--- config.mk ---
export PLATFORM = sky130hd
export DESIGN_NAME = grid_reachability_dfs
export DESIGN_NICKNAME = d
export VERILOG_FILES = /design/src/grd_pkg.sv /design/src/grid_reachability_dfs.sv /design/src/grd_ram.sv /design/src/grd_ctrl.sv /design/src/grd_dp.sv
export VERILOG_INCLUDE_DIRS = /design/src /design/src/src
export SDC_FILE = /design/constraint.sdc
export NUM_CORES = 1
export LEC_CHECK = 0
export BUFFER_PORTS_ARGS = -buffer_cell sky130_fd_sc_hd__buf_2
export CAP_MARGIN = 20
export CORE_AREA = 2 2 362 220
export CTS_CLUSTER_DIAMETER = 200
export DETAILED_ROUTE_END_ITERATION = 10
export DIE_AREA = 0 0 364 222
export PLACE_DENSITY_LB_ADDON = 0.3
export SYNTH_ARGS = -nofsm -noshare
export SYNTH_HDL_FRONTEND = slang
export SYNTH_SLANG_ARGS = --single-unit
--- constraint.sdc ---
create_clock -name clk -period 16.2 [get_ports clk]
set_clock_uncertainty 0.1 [all_clocks]
set_input_delay 1.62 -clock clk [delete_from_list [all_inputs] [get_ports clk]]
set_output_delay 1.62 -clock clk [all_outputs]
set_load 0.03 [all_outputs]
--- src/assert_macros.svh ---
// Assertion macros shared by the grid reachability RTL.
`ifndef ASSERT_MACROS_SVH
`define ASSERT_MACROS_SVH

// Same-cycle implication, checked on every rising edge outside reset.
`define AST_IMP(lbl, ante, cons, msg) \
  lbl: assert property (@(posedge clk) disable iff (rst) (ante) |-> (cons)) \
    else $error(msg);

// Next-cycle implication, checked on every rising edge outside reset.
`define AST_NXT(lbl, ante, cons, msg) \
  lbl: assert property (@(posedge clk) disable iff (rst) (ante) |=> (cons)) \
    else $error(msg);

`endif

--- src/grd_pkg.sv ---
// Package with sizes, neighbor codes and controller/datapath interface types.
package grd_pkg;

  // Default grid and stack sizes.
  localparam int GRID_ROWS_DEF   = 5;
  localparam int GRID_COLS_DEF   = 5;
  localparam int STACK_DEPTH_DEF = 128;

  // Fixed widths of the transaction fields.
  localparam int GRID_BITS = 25;
  localparam int POS_W     = 3;

  // Neighbor codes, visited in this order around the current cell.
  localparam logic [1:0] NBR_LEFT  = 2'd0;
  localparam logic [1:0] NBR_RIGHT = 2'd1;
  localparam logic [1:0] NBR_UP    = 2'd2;
  localparam logic [1:0] NBR_DOWN  = 2'd3;

  // Commands from the controller to the datapath.
  typedef struct packed {
    logic load;        // capture a new input transaction
    logic push_start;  // push the start cell onto the empty stack
    logic pop;         // pop the top entry and start its read
    logic take_cur;    // latch the popped cell as the current cell
    logic nbr_step;    // examine one neighbor, push it if eligible
    logic set_res;     // record the search outcome
    logic res_val;     // outcome value for set_res
    logic out_load;    // move the outcome into the output register
  } cmd_t;

  // Status from the datapath to the controller.
  typedef struct packed {
    logic start_ok;     // start and goal in range and both free
    logic stack_empty;  // no entries on the stack
    logic cur_visited;  // popped cell was already expanded
    logic cur_is_goal;  // popped cell is the goal
    logic last_nbr;     // the neighbor being examined is the last one
  } status_t;

endpackage

--- src/grid_reachability_dfs.sv ---
// Grid reachability by depth-first search. Each input transaction carries a
// packed grid (bit row*GRID_COLS+col set means blocked), a start cell and a
// goal cell; one output transaction answers whether the goal is reachable
// through free cells with four-way moves. A blocked or out-of-range start or
// goal answers 0, and grid cells past bit 24 read as free. A cell is marked
// visited as soon as its neighbors have been pushed, so each edge of the grid
// causes at most one push; on a 5x5 grid the number of stack pops is at most
// 41. The search is paced by the single stack memory: one push or one pop per
// cycle, a registered read after each pop, and one neighbor examined per
// cycle. A new transaction is taken once the previous search has handed its
// result to the output register, even while that result is still stalled.
module grid_reachability_dfs
  import grd_pkg::*;
#(
  parameter int GRID_ROWS   = GRID_ROWS_DEF,
  parameter int GRID_COLS   = GRID_COLS_DEF,
  parameter int STACK_DEPTH = STACK_DEPTH_DEF
) (
  input  logic                 clk,
  input  logic                 rst,
  input  logic                 in_valid,
  output logic                 in_stall,
  input  logic [GRID_BITS-1:0] grid_cells,
  input  logic [POS_W-1:0]     start_row,
  input  logic [POS_W-1:0]     start_col,
  input  logic [POS_W-1:0]     goal_row,
  input  logic [POS_W-1:0]     goal_col,
  output logic                 out_valid,
  input  logic                 out_stall,
  output logic                 reachable
);

  cmd_t    cmd;
  status_t status;

  // Search sequencer.
  grd_ctrl u_ctrl (
    .clk       (clk),
    .rst       (rst),
    .in_valid  (in_valid),
    .in_stall  (in_stall),
    .out_valid (out_valid),
    .out_stall (out_stall),
    .status    (status),
    .cmd       (cmd)
  );

  // Grid, visited map and stack.
  grd_dp #(
    .GRID_ROWS   (GRID_ROWS),
    .GRID_COLS   (GRID_COLS),
    .STACK_DEPTH (STACK_DEPTH)
  ) u_dp (
    .clk        (clk),
    .rst        (rst),
    .cmd        (cmd),
    .status     (status),
    .grid_cells (grid_cells),
    .start_row  (start_row),
    .start_col  (start_col),
    .goal_row   (goal_row),
    .goal_col   (goal_col),
    .reachable  (reachable)
  );

endmodule

--- src/grd_ram.sv ---
// Generic single-port-write, single-port-read RAM with registered read data.
module grd_ram #(
  parameter int WIDTH = 8,
  parameter int DEPTH = 16
) (
  input  logic                     clk,
  input  logic                     we,
  input  logic [$clog2(DEPTH)-1:0] waddr,
  input  logic [WIDTH-1:0]         wdata,
  input  logic                     re,
  input  logic [$clog2(DEPTH)-1:0] raddr,
  output logic [WIDTH-1:0]         rdata
);

  logic [WIDTH-1:0] mem [DEPTH];

  // Write port and registered read port.
  always_ff @(posedge clk) begin
    if (we) begin
      mem[waddr] <= wdata;
    end
    if (re) begin
      rdata <= mem[raddr];
    end
  end

endmodule

--- src/grd_ctrl.sv ---
// Controller state machine that sequences the depth-first search.
`include "assert_macros.svh"

module grd_ctrl
  import grd_pkg::*;
(
  input  logic    clk,
  input  logic    rst,
  input  logic    in_valid,
  output logic    in_stall,
  output logic    out_valid,
  input  logic    out_stall,
  input  status_t status,
  output cmd_t    cmd
);

  typedef enum logic [5:0] {
    S_IDLE  = 6'b000001,
    S_CHECK = 6'b000010,
    S_POP   = 6'b000100,
    S_EXAM  = 6'b001000,
    S_NBR   = 6'b010000,
    S_DONE  = 6'b100000
  } state_t;

  state_t state, state_next;
  logic   out_valid_next;
  logic   in_take;
  logic   out_free;

  // New transactions are taken only between searches.
  assign in_stall = (state != S_IDLE);
  assign in_take  = in_valid && !in_stall;
  assign out_free = !out_valid || !out_stall;

  // Next state and command decode.
  always_comb begin
    state_next = state;
    cmd        = '0;
    case (state)
      S_IDLE: begin
        if (in_take) begin
          cmd.load   = 1'b1;
          state_next = S_CHECK;
        end
      end
      S_CHECK: begin
        if (status.start_ok) begin
          cmd.push_start = 1'b1;
          state_next     = S_POP;
        end else begin
          cmd.set_res = 1'b1;
          cmd.res_val = 1'b0;
          state_next  = S_DONE;
        end
      end
      S_POP: begin
        if (status.stack_empty) begin
          cmd.set_res = 1'b1;
          cmd.res_val = 1'b0;
          state_next  = S_DONE;
        end else begin
          cmd.pop    = 1'b1;
          state_next = S_EXAM;
        end
      end
      S_EXAM: begin
        if (status.cur_visited) begin
          state_next = S_POP;
        end else if (status.cur_is_goal) begin
          cmd.set_res = 1'b1;
          cmd.res_val = 1'b1;
          state_next  = S_DONE;
        end else begin
          cmd.take_cur = 1'b1;
          state_next   = S_NBR;
        end
      end
      S_NBR: begin
        cmd.nbr_step = 1'b1;
        if (status.last_nbr) begin
          state_next = S_POP;
        end
      end
      S_DONE: begin
        if (out_free) begin
          cmd.out_load = 1'b1;
          state_next   = S_IDLE;
        end
      end
      default: begin
        state_next = S_IDLE;
      end
    endcase
  end

  // Output valid holds while the result transaction is stalled.
  always_comb begin
    out_valid_next = out_valid && out_stall;
    if (cmd.out_load) begin
      out_valid_next = 1'b1;
    end
  end

  always_ff @(posedge clk) begin
    if (rst) begin
      state     <= S_IDLE;
      out_valid <= 1'b0;
    end else begin
      state     <= state_next;
      out_valid <= out_valid_next;
    end
  end

  // An accepted transaction always starts the range and blocking check.
  `AST_NXT(a_take_to_check, in_take, state == S_CHECK, "accepted transaction did not start check")
  // A finished search whose output slot is free always presents a result.
  `AST_NXT(a_done_presents, (state == S_DONE) && out_free, out_valid, "result not presented")

endmodule

--- src/grd_dp.sv ---
// Datapath: held grid, visited map, stack memory and neighbor generation.
`include "assert_macros.svh"

module grd_dp
  import grd_pkg::*;
#(
  parameter int GRID_ROWS   = GRID_ROWS_DEF,
  parameter int GRID_COLS   = GRID_COLS_DEF,
  parameter int STACK_DEPTH = STACK_DEPTH_DEF
) (
  input  logic                 clk,
  input  logic                 rst,
  input  cmd_t                 cmd,
  output status_t              status,
  input  logic [GRID_BITS-1:0] grid_cells,
  input  logic [POS_W-1:0]     start_row,
  input  logic [POS_W-1:0]     start_col,
  input  logic [POS_W-1:0]     goal_row,
  input  logic [POS_W-1:0]     goal_col,
  output logic                 reachable
);

  localparam int CELLS = GRID_ROWS * GRID_COLS;
  localparam int IDX_W = $clog2(CELLS);
  localparam int ROW_W = $clog2(GRID_ROWS);
  localparam int COL_W = $clog2(GRID_COLS);
  localparam int AW    = $clog2(STACK_DEPTH);
  localparam int LVL_W = $clog2(STACK_DEPTH + 1);

  logic [GRID_BITS-1:0] held_grid;
  logic [CELLS-1:0]     grid_ext;
  logic [CELLS-1:0]     visited;
  logic [IDX_W-1:0]     start_idx;
  logic [IDX_W-1:0]     goal_idx;
  logic                 in_range;
  logic [LVL_W-1:0]     level;
  logic [IDX_W-1:0]     cur;
  logic [ROW_W-1:0]     cur_row;
  logic [COL_W-1:0]     cur_col;
  logic [1:0]           nbr_k;
  logic                 res_bit;

  logic                 load_range;
  logic [IDX_W-1:0]     load_start;
  logic [IDX_W-1:0]     load_goal;
  logic [IDX_W-1:0]     rd_cell;
  logic [ROW_W-1:0]     rd_row;
  logic [COL_W-1:0]     rd_col;
  logic                 nbr_ok;
  logic [IDX_W-1:0]     nbr_cell;
  logic                 stack_full;
  logic                 push_nbr;
  logic                 ram_we;
  logic [IDX_W-1:0]     ram_wdata;
  logic [AW-1:0]        pop_addr;

  // Cells past the grid field read as free.
  for (genvar i = 0; i < CELLS; i++) begin : g_grid
    if (i < GRID_BITS) begin : g_in
      assign grid_ext[i] = held_grid[i];
    end else begin : g_out
      assign grid_ext[i] = 1'b0;
    end
  end

  // Range check and linear cell indices of the incoming start and goal.
  always_comb begin
    load_range = (int'(start_row) < GRID_ROWS) && (int'(start_col) < GRID_COLS) &&
                 (int'(goal_row) < GRID_ROWS) && (int'(goal_col) < GRID_COLS);
    load_start = IDX_W'(int'(start_row) * GRID_COLS + int'(start_col));
    load_goal  = IDX_W'(int'(goal_row) * GRID_COLS + int'(goal_col));
  end

  // Row and column of the popped cell by comparison against row boundaries.
  always_comb begin
    rd_row = '0;
    for (int j = 1; j < GRID_ROWS; j++) begin
      if (int'(rd_cell) >= j * GRID_COLS) begin
        rd_row = ROW_W'(j);
      end
    end
    rd_col = COL_W'(int'(rd_cell) - int'(rd_row) * GRID_COLS);
  end

  // Neighbor of the current cell selected by the neighbor counter.
  always_comb begin
    nbr_ok   = 1'b0;
    nbr_cell = cur;
    case (nbr_k)
      NBR_LEFT: begin
        nbr_ok   = (cur_col != '0);
        nbr_cell = cur - IDX_W'(1);
      end
      NBR_RIGHT: begin
        nbr_ok   = (int'(cur_col) < GRID_COLS - 1);
        nbr_cell = cur + IDX_W'(1);
      end
      NBR_UP: begin
        nbr_ok   = (cur_row != '0);
        nbr_cell = cur - IDX_W'(GRID_COLS);
      end
      NBR_DOWN: begin
        nbr_ok   = (int'(cur_row) < GRID_ROWS - 1);
        nbr_cell = cur + IDX_W'(GRID_COLS);
      end
      default: begin
        nbr_ok = 1'b0;
      end
    endcase
  end

  // A push onto a full stack is dropped.
  assign stack_full = (level == LVL_W'(STACK_DEPTH));
  assign push_nbr   = cmd.nbr_step && nbr_ok && !visited[nbr_cell] &&
                      !grid_ext[nbr_cell] && !stack_full;

  // Stack memory port control.
  assign ram_we    = cmd.push_start || push_nbr;
  assign ram_wdata = cmd.push_start ? start_idx : nbr_cell;
  assign pop_addr  = AW'(level - LVL_W'(1));

  grd_ram #(
    .WIDTH (IDX_W),
    .DEPTH (STACK_DEPTH)
  ) u_stack (
    .clk   (clk),
    .we    (ram_we),
    .waddr (level[AW-1:0]),
    .wdata (ram_wdata),
    .re    (cmd.pop),
    .raddr (pop_addr),
    .rdata (rd_cell)
  );

  // Status back to the controller.
  assign status.start_ok    = in_range && !grid_ext[start_idx] && !grid_ext[goal_idx];
  assign status.stack_empty = (level == '0);
  assign status.cur_visited = visited[rd_cell];
  assign status.cur_is_goal = (rd_cell == goal_idx);
  assign status.last_nbr    = (nbr_k == NBR_DOWN);

  // Stack level, visited map and neighbor counter.
  always_ff @(posedge clk) begin
    if (rst) begin
      level   <= '0;
      visited <= '0;
      nbr_k   <= NBR_LEFT;
    end else begin
      if (cmd.load) begin
        level   <= '0;
        visited <= '0;
      end else if (cmd.push_start) begin
        level <= LVL_W'(1);
      end else if (cmd.pop) begin
        level <= level - LVL_W'(1);
      end else if (push_nbr) begin
        level <= level + LVL_W'(1);
      end
      if (cmd.nbr_step && status.last_nbr) begin
        visited[cur] <= 1'b1;
      end
      if (cmd.take_cur) begin
        nbr_k <= NBR_LEFT;
      end else if (cmd.nbr_step) begin
        nbr_k <= nbr_k + 2'd1;
      end
    end
  end

  // Transaction payload, current cell and result registers.
  always_ff @(posedge clk) begin
    if (cmd.load) begin
      held_grid <= grid_cells;
      start_idx <= load_start;
      goal_idx  <= load_goal;
      in_range  <= load_range;
    end
    if (cmd.take_cur) begin
      cur     <= rd_cell;
      cur_row <= rd_row;
      cur_col <= rd_col;
    end
    if (cmd.set_res) begin
      res_bit <= cmd.res_val;
    end
    if (cmd.out_load) begin
      reachable <= res_bit;
    end
  end

  // The stack level never passes the memory depth.
  `AST_IMP(a_level_bound, 1'b1, level <= LVL_W'(STACK_DEPTH), "stack level past depth")
  // Every search begins with an empty visited map.
  `AST_NXT(a_visited_clear, cmd.load, visited == '0, "visited map not cleared")
  // Finishing the last neighbor marks the current cell as expanded.
  `AST_NXT(a_mark_visited, cmd.nbr_step && status.last_nbr, visited[cur], "cell not marked")

endmodule

# After elaboration in Yosys (flattened, before gate mapping)

Memory sizes are Yosys's and may differ from the RTL's. A register that Yosys moved wholly into a read port is not among the register bits.
Cells that the tools add are included.

Flip-flop bits (word level): 91
Latch bits: 0
Bits in writable memories: 640
Bits in read-only memories: 0
Input bits: 41
Output and inout bits: 3
Memories: 1

$add $sub $neg: 10
Multipliers: 3
Div/mod/pow operators: 0
Magnitude comparators: 16
Eq/ne operators: 15
Shift-type cells: 0
Multiplexer cells: 53
Bitwise logic cells: 1
Reductions and logical operators: 33

Memories:

| memory           | words | width | rd ports | clocked after memory_dff | wr ports | line          | text |
|---|---|---|---|---|---|---|---|
| u_dp.u_stack.mem | 128   | 5     | 1        | 1                        | 1        | grd_ram.sv:15 | `logic [WIDTH-1:0] mem [DEPTH];` |

Operator list:

| cell                  | count |
|---|---|
| $mux W25              | 3 |
| $mux W6               | 7 |
| $pmux W6 S6           | 1 |
| $lt A5 B6 Y1 const B  | 5 |
| $bmux W1 S5           | 5 |
| $or A25 B25 Y25       | 1 |
| $mux W1               | 23 |
| $pmux W5 S4           | 1 |
| $lt A3 B3 Y1 const B  | 6 |
| $mux W8               | 2 |
| $logic_and A1 B1 Y1   | 13 |
| $mux W2               | 6 |
| $add A5 B4 Y5         | 2 |
| $ge A5 B4 Y1 const B  | 2 |
| $mul A3 B3 Y5 const B | 2 |
| $reduce_bool A3 Y1    | 3 |
| $add A8 B1 Y8 const B | 1 |
| $eq A8 B8 Y1 const B  | 1 |
| $logic_not A1 Y1      | 8 |
| $logic_not A8 Y1      | 1 |
| $sub A8 B1 Y8 const B | 1 |
| $eq A6 B1 Y1 const B  | 1 |
| $eq A6 B2 Y1 const B  | 1 |
| $eq A6 B3 Y1 const B  | 1 |
| other kinds (29)      | 34 |

# Logic depth before layout (Yosys ltp)

Gate-level depths: netlist (run 1).

Depth in word-level cells: 11
Gate-level depth with buffers: 17
Gate-level depth less buffers: 13

# Hierarchy

From an unflattened synthesis (run 1), not the netlist that was laid out.

Cell total of the unflattened synthesis: 1,602
Area, all modules: 30,625.6 um^2

Modules (own cells, without submodules):

| module   | instances | cells each | area an instance (um^2) | sequential area each (um^2) |
|---|---|---|---|---|
| grd_ram  | 1         | 1,090      | 25,110.3                | 19,368.6 |
| grd_dp   | 1         | 460        | 5,104.9                 | 2,172.1 |
| grd_ctrl | 1         | 52         | 410.4                   | 140.1 |

# Worst setup path after synthesis (run 1)

OpenSTA, ideal clock, no wires.

Path type: register to register
Start: reg u_dp.goal_idx[0]
End: mem u_dp.u_stack.mem[0][4] (netlist name) (data pin)
Library setup time: 918 ps
Arrival: 5,342 ps
Required time: 15,182 ps
Slack: 9,840 ps
Cell stages (with the launch flop): 9
Buffers on the path: 2
Cell sequence: edfxtp_1 -> buf_2 -> mux4_2 -> mux2i_1 -> nor3b_1 -> a21oi_1 -> nand4_1 -> clkbuf_1 -> mux2i_1

Cells in the longest elaborated chain, start to end: 7

RTL lines:

| element                       | line           | text |
|---|---|---|
| start, declared               | grd_dp.sv:34   | `logic [IDX_W-1:0] goal_idx;` |
| start signal, assigned        | grd_dp.sv:175  | `goal_idx <= load_goal;` |
| $bmux W1 S5                   | grd_dp.sv:136  | `assign status.start_ok = in_range && !grid_ext[start_idx] && !grid_ext[goal_idx];` |
| $mux W1 (implied by the code) | grd_dp.sv:136  |  |
| $logic_not A1 Y1              | grd_dp.sv:136  |  |
| $logic_and A1 B1 Y1           | grd_dp.sv:136  |  |
| $mux W1                       | grd_ctrl.sv:48 | `if (status.start_ok) begin` |
| $mux W1                       | grd_ctrl.sv:40 | `case (state)` |
| $mux W5                       | grd_dp.sv:119  | `assign ram_wdata = cmd.push_start ? start_idx : nbr_cell;` |
| named net u_dp.ram_wdata[4]   | grd_dp.sv:54   | `logic [IDX_W-1:0] ram_wdata;` |
| end, declared                 | grd_ram.sv:15  |  |

The timed path passes the listed nets, and every way through them passes these cells. The select of a mux whose other input is x is not followed.

# Final worst setup path (run 1)

Start: reg u_dp.cur[0]
End: mem u_dp.u_stack.mem[112][2] (netlist name) (enable)

Cells in the longest elaborated chain, start to end: 11

RTL lines:

| element                                     | line          | text |
|---|---|---|
| start, declared                             | grd_dp.sv:37  | `logic [IDX_W-1:0] cur;` |
| start signal, assigned                      | grd_dp.sv:179 | `cur <= rd_cell;` |
| $add A5 B3 Y5, or another cell as far along | grd_dp.sv:104 | `nbr_cell = cur + IDX_W'(GRID_COLS);` |
| $pmux W5 S4 (*)                             | grd_dp.sv:89  | `case (nbr_k)` |
| $bmux W1 S5                                 | grd_dp.sv:114 | `assign push_nbr = cmd.nbr_step && nbr_ok && !visited[nbr_cell] &&` |
| $mux W1 (implied by the code)               | grd_dp.sv:114 |  |
| $logic_not A1 Y1                            | grd_dp.sv:114 |  |
| $logic_and A1 B1 Y1                         | grd_dp.sv:114 |  |
| $logic_and A1 B1 Y1 (*)                     | grd_dp.sv:114 |  |
| $logic_and A1 B1 Y1 (*)                     | grd_dp.sv:115 | `!grid_ext[nbr_cell] && !stack_full;` |
| $logic_or A1 B1 Y1 (*)                      | grd_dp.sv:118 | `assign ram_we = cmd.push_start \|\| push_nbr;` |
| $mux W1 (*)                                 | grd_ram.sv:19 | `if (we) begin` |
| $mux W1 (implied by the code) (*)           | grd_ram.sv:20 | `mem[waddr] <= wdata;` |

Mark *: on every way between the ends. The rest lies on a longest branch, timed or not. The select of a mux whose other input is x is not followed.

==> flow_metrics.py, run 1 <==
metrics = {
    "timing": {
        "tns_ps": 0,
        "fin_crit_ps": 6110,
        "fmax_mhz": 164,
        "slew_violations": 0,
        "setup_viol": 0,
        "worst_pin_slew_ps": 1100,
        "fin_ws_ps": 10090,
        "final_hold_viol_count": 0,
        "rsz0062_at_grt": "false",
        "final.period_utilization_pct": 37.7,
        "max_slew_margin_pct": 26.8,
    },
    "finish": {
        "final_cell_mix": "edfxtp_1 (694), mux4_2 (225), nor3_1 (77)",
        "drive_above_1_share_pct": 27.6,
        "final_common_cell": "edfxtp_1",
        "fill_cells": 6515,
        "syn2layout_area_growth_pct": 11.6,
        "insertedDiodeCount": 0,
        "final_nets": 1717,
    },
    "worst_setup_path": {
        "required_ps": 16410,
        "path_max_fanout": 56,
        "cp-start-kind": "flip-flop",
        "crit_type": "reg2reg",
        "cp_data_arrival_time_ps": 6310,
        "worstSetupEndpointType": "flip-flop",
        "slowest_stage": "fa_1",
        "path_cells": "clkinv_1 > fa_1 > nor3_1 > a2111oi_0 > nor4_1 > mux2i_1 > o22a_2 > o21a_4 > buf_4 > nand2b_4 > nor2_1",
        "max_stage_delay_ps": 1190,
    },
    "drt": {
        "wl_per_cell_um": 26.5,
        "drc_errors": 0,
        "drt_iter0_drc": 2058,
        "drt-total-wl_um": 73000,
        "antenna_left": 0,
        "dr.pass1.iters": 5,
        "vias_per_cell": 5.77,
        "num_vias": 15900,
    },
    "yosys": {
        "syn-cell-area_um2": 30800,
        "synth_seq_area_share_pct": 70.5,
        "synth_top_area_share_pct": 67.7,
        "synthFlopType": "edfxtp_1",
        "netlist_top_cells_area": "edfxtp_1 (68%), mux4_2 (16%), dfxtp_1 (2.7%)",
        "synth_top_family_by_area": "multiplexers",
        "yosysTopAreaCell": "edfxtp_1",
        "synth-xor-area-share_pct": 0.907,
        "synth_seq_cells": 736,
        "synth_cells": 1598,
        "syn_avg_cell_area_um2": 19.3,
        "synth_fa_ha_area_share_pct": 1.39,
        "synth_cell_types": 70,
        "synth_compound_area_share_pct": 2.18,
        "synth_mux_area_share_pct": 17.0,
        "synthSimpleGateAreaFrac_pct": 6.13,
        "yosysWarnings": 0,
        "syn-num-nets": 1670,
        "synthArstFlopShare_pct": 0,
        "synth_edf_count": 694,
    },
    "floorplan": {
        "core_um2": 77200,
        "io_pins": 44,
        "start_util_pct": 39.9,
        "core.rowCount": 79,
        "dieArea_um2": 80800,
        "die_y_um": 222,
        "dieWidth_um": 364,
    },
    "clocking": {
        "clk_latency_ps": 610,
        "cts_hold_buf": 0,
        "cts_resized": 0,
        "cts_tree": "built",
        "h-tree-depth": 3,
        "cts_buffer_depth": 3,
        "root_buffer": "clkbuf_16",
        "cts_sinks": 736,
        "cts_made_buffers": 69,
        "path_clk_slew_ps": 60,
        "post-cts-setup-buffers": 0,
    },
    "power_and_ir_drop": {
        "p_int_mw": 3.01,
        "ir_drop_mv": 0.0834,
        "seqPwrFrac_pct": 55.3,
        "pwr_density_cell_nw_per_um2": 110,
        "cellLeakagePower_nw": 10.3,
        "comb_power_share_pct": 2.2,
        "p_clk_share_pct": 42.5,
        "power.switching_uw": 764,
        "swShare_pct": 20.3,
    },
    "place": {
        "pre_cts_slack_ps": 10200,
        "hpwl_um": 45800,
        "gp_congestion": 0.899,
        "port_buffers": 43,
    },
    "grt": {
        "antenna_found_initial": 0,
        "track_usage_pct": 18.1,
        "grt_pass1_wl_um": 108000,
        "overflow": 0,
        "grt_pass1_vias": 15500,
        "grt_max_degree": 77,
    },
    "run_status": {
        "outcome": "finished clean",
    },
    "flow_run": {
        "drv_cap": 0,
    },
    "hold_path": {
        "hp-class": "reg2reg",
    },
}
==> kinds of logic after synthesis <==
logic type,count (synthesis)
DFF,736
buffers and inverters,118
adders and majority gates,32
and+or+nand+nor,337
AOI/OAI and AO/OA,102
muxes,242
xor gates and xnor gates,31
==> power groups by stage <==
stage | clock network, mW | registers (mW) | logic (mW)
after floorplan | 0 | 2.11 | 0.0614
after global placement | 0 | 2.13 | 0.0794
after detailed placement | 0 | 2.13 | 0.0813
after CTS | 1.63 | 2.08 | 0.0818
after global routing | 1.70 | 2.09 | 0.0913
final | 1.60 | 2.09 | 0.0835
==> metal layers <==
layer  track usage, %  up-vias  wire [µm]
li1                 -     6658          -
met1             28.8     8333      34000
met2             23.4      797      29500
met3             6.80       84       8510
met4             3.52        0       1030
met5                0        -          0
==> path summary, 6_finish.rpt <==
path,start,to,slack (ps),depth (start not counted)
max,u_dp.cur[0],u_dp.u_stack.mem[112][2],10090,11
min,u_dp.res_bit,u_dp.reachable,350,0
max reg2reg,u_dp.cur[0],u_dp.u_stack.mem[112][2],10090,11
min reg2reg,u_dp.res_bit,u_dp.reachable,350,0
==> worst max-delay path, delay by kind of cell (launching register included) <==
kind | cells | cell delay, ps
flip-flops | 1 | 620
AND/OR/NAND/NOR | 4 | 1110
adder cells (fa/ha/maj) | 1 | 1190
multiplexers | 1 | 150
AO/OA/AOI/OAI | 3 | 1400
buffers and inverters | 2 | 1170
==> synthesized netlist by cell type, types with 5 or more instances <==
master,n
a2111oi_0,11
a211oi_1,5
a21o_1,5
a21oi_1,13
buf_1,9
buf_2,20
buf_6,13
clkbuf_1,50
dfxtp_1,42
edfxtp_1,694
ha_1,27
inv_1,19
mux2i_1,15
mux4_2,225
nand2_1,70
nand3_1,20
nand3b_1,5
nor2_1,68
nor2_2,11
nor2b_1,6
nor3_1,77
nor3_2,40
o21ai_0,39
or3_1,7
xnor2_1,21
xor2_1,9
==> metrics by stage <==
| stage | hold slack (ps) | util (%) | cells | total power [mW] | area (µm²) |
|---|---|---|---|---|---|
| floorplan | 300 | - | 1598 | 2.18 | 30800 |
| global placement | 332 | 41.6 | 2625 | 2.21 | 32100 |
| detailed placement | 336 | 41.6 | 2625 | 2.21 | 32100 |
| CTS | 349 | 44.4 | 2749 | 3.79 | 34300 |
| global route | 358 | 44.5 | 2751 | 3.87 | 34300 |
| finish | 346 | 44.5 | 2751 | 3.77 | 34300 |
==> flip-flops by register name, indices dropped and copies added (netlist names) <==
signal,flops
u_dp.start_idx,5
u_dp.cur_row,3
u_dp.in_range,1
u_dp.cur,5
u_dp.nbr_k,2
u_dp.cur_col,3
u_dp.u_stack.mem,640
u_dp.u_stack.rdata,5
u_ctrl.state,6
u_dp.reachable,1
u_ctrl.out_valid,1
u_dp.grid_ext,25
u_dp.goal_idx,5
u_dp.level,8
u_dp.res_bit,1
u_dp.visited,25
==> area by class of cell <==
| class | count | area (µm²) | area share (%) |
|---|---|---|---|
| sequential | 736 | 21700 | 63.2 |
| multi-input combinational | 744 | 8600 | 25.0 |
| clock inverter | 32 | 278 | 0.809 |
| inverter | 22 | 83.8 | 0.244 |
| timing repair buffer | 72 | 449 | 1.31 |
| tap | 1053 | 1320 | 3.84 |
| clock buffer | 92 | 1920 | 5.59 |
No activity file was read; power rests on OpenSTA's default activity.
==> inputs of run 2 (changes only) <==
==> constraint.sdc (replaced) <==
create_clock -name clk -period 6.11 [get_ports clk]
set_clock_uncertainty 0.1 [all_clocks]
set_input_delay 0.611 -clock clk [delete_from_list [all_inputs] [get_ports clk]]
set_output_delay 0.611 -clock clk [all_outputs]
set_load 0.03 [all_outputs]
==> run 2 against run 1 <==
Compared with the run above: power rose to 2.7 times the previous value; clock-buffer cell count fell by 6; register-to-register slack got worse by 9200 ps; cell area rose by 0.46%; non-clock buffer count is 1 lower; core utilization grew 0.20 points.
==> flow_metrics.py, run 2 (synthesis results as in run 1) <==
metrics = {
    "run_status": {
        "outcome": "finished clean",
    },
    "power_and_ir_drop": {
        "ir_drop_mv": 0.205,
        "pwr_density_cell_nw_per_um2": 293,
        "cellLeakagePower_nw": 10.3,
    },
    "drt": {
        "vias_per_cell": 5.91,
        "antenna_left": 0,
        "dr.pass1.iters": 5,
        "wl_per_cell_um": 27.8,
        "drc_errors": 0,
        "num_vias": 16300,
        "drt_iter0_drc": 2145,
        "drt-total-wl_um": 76400,
    },
    "timing": {
        "setup_viol": 0,
        "max_slew_margin_pct": 29.5,
        "tns_ps": 0,
        "fin_crit_ps": 5240,
        "worst_pin_slew_ps": 1060,
        "rsz0062_at_grt": "false",
        "slew_violations": 0,
        "final.period_utilization_pct": 85.7,
        "final_hold_viol_count": 0,
        "fmax_mhz": 191,
    },
    "clocking": {
        "post-cts-setup-buffers": 0,
        "clk_latency_ps": 630,
        "h-tree-depth": 3,
        "cts_resized": 0,
        "root_buffer": "clkbuf_16",
        "path_clk_slew_ps": 60,
        "cts_hold_buf": 0,
        "cts_made_buffers": 70,
        "cts_tree": "built",
        "cts_sinks": 736,
        "cts_buffer_depth": 3,
    },
    "worst_setup_path": {
        "crit_buf_inv": 2,
        "path_max_fanout": 36,
        "path_cells": "clkinv_1 > fa_1 > a2111oi_0 > nor4_1 > mux2i_1 > o22a_2 > o21a_4 > buf_4 > nor3_1",
        "worstSetupEndpointType": "flip-flop",
        "cp-start-kind": "flip-flop",
        "r2r_start": "u_dp.cur[0]",
        "cp_data_arrival_time_ps": 5380,
        "critical-path-top-delay-family": "adder cells",
        "crit_type": "reg2reg",
        "required_ps": 6250,
        "slowest_stage": "fa_1",
        "r2r_slack_ps": 870,
        "max_stage_delay_ps": 1200,
        "ff2ff_path_depth": 9,
        "reg2reg_to": "u_dp.u_stack.mem[113][2]",
    },
    "finish": {
        "utilization_pct": 44.7,
        "final_common_cell": "edfxtp_1",
        "syn2layout_area_growth_pct": 12.1,
        "largest_reg_flops": 640,
        "final_nets": 1717,
        "top_register": "u_dp.u_stack.mem",
        "insertedDiodeCount": 0,
        "drive_above_1_share_pct": 28.1,
        "final_cell_mix": "edfxtp_1 (694), mux4_2 (225), nor3_1 (77)",
    },
    "grt": {
        "antenna_found_initial": 3,
        "grt_pass1_wl_um": 113000,
        "overflow": 0,
        "grt_max_degree": 129,
        "grt_pass1_vias": 15800,
        "track_usage_pct": 19.1,
    },
    "floorplan": {
        "dieWidth_um": 364,
        "start_util_pct": 39.9,
        "dieArea_um2": 80800,
        "core_um2": 77200,
        "io_pins": 44,
        "die_y_um": 222,
        "core.rowCount": 79,
    },
    "flow_run": {
        "drv_cap": 0,
    },
    "place": {
        "hpwl_um": 47400,
        "port_buffers": 43,
        "gp_congestion": 0.887,
    },
    "hold_path": {
        "hp-class": "in2reg",
        "hold_end": "u_dp.grid_ext[0]",
        "hold_depth": 1,
        "hold_start": "grid_cells[0]",
    },
}
run 2: cell count changes in the layout (fill, tap and decap cells not counted), moves of 2 or more:
cell / previous run / this run
buf_12: 1 / 7
buf_4: 27 / 19
bufinv_16: 4 / 7
clkbuf_1: 17 / 14
clkbuf_8: 2 / 0
clkinv_1: 16 / 12
clkinv_2: 8 / 10
clkinv_4: 0 / 2
clkinvlp_4: 1 / 6
inv_6: 3 / 0
or3_1: 7 / 5
or3_2: 0 / 2
run 2: worst max path at each step:
stage                               endpoint  cells past startpoint  slack, ps        startpoint
floorplan             u_dp.u_stack.mem[0][0]                      7       -200  u_dp.goal_idx[0]
global placement     u_dp.u_stack.mem[76][4]                      9       1220       u_dp.cur[0]
detailed placement  u_dp.u_stack.mem[115][3]                      9        960       u_dp.cur[0]
CTS                 u_dp.u_stack.mem[113][0]                      9        920       u_dp.cur[0]
global route         u_dp.u_stack.mem[95][0]                      9        530       u_dp.cur[0]
finish              u_dp.u_stack.mem[113][2]                      9        870       u_dp.cur[0]
run 2: through the flow:
step	total power [mW]	cells	hold slack (ps)	setup WS, ps	area (µm²)
floorplan	5.77	1598	300	-203	30800
global placement	5.85	2622	351	1220	32200
detailed placement	5.86	2622	360	958	32200
CTS	10.2	2746	28.7	919	34400
global route	10.4	2750	31.1	527	34500
finish	10.1	2750	67.2	872	34500
run 2: report_power, final:
part           total (mW)  switching, mW  internal (mW)
Clock                4.35           1.88           2.47
Combinational       0.227          0.126          0.101
Sequential           5.53         0.0496           5.48
run 2: layout make-up:
type                    count  area, µm²
clock inverters            38        408
repair buffers             71        537
inverters                  22       83.8
clock buffers              86       1850
flip-flops and latches    736      21700
fillers                  6500      42700
multi-input cells         744       8600
well taps                1053       1320
run 2: metal layers:
| layer | GRT usage [%] | share of wire, % |
|---|---|---|
| met1 | 30.3 | 46 |
| met2 | 24.4 | 40 |
| met3 | 7.71 | 12 |
| met4 | 3.44 | 1.4 |
| met5 | 0 | 0.045 |
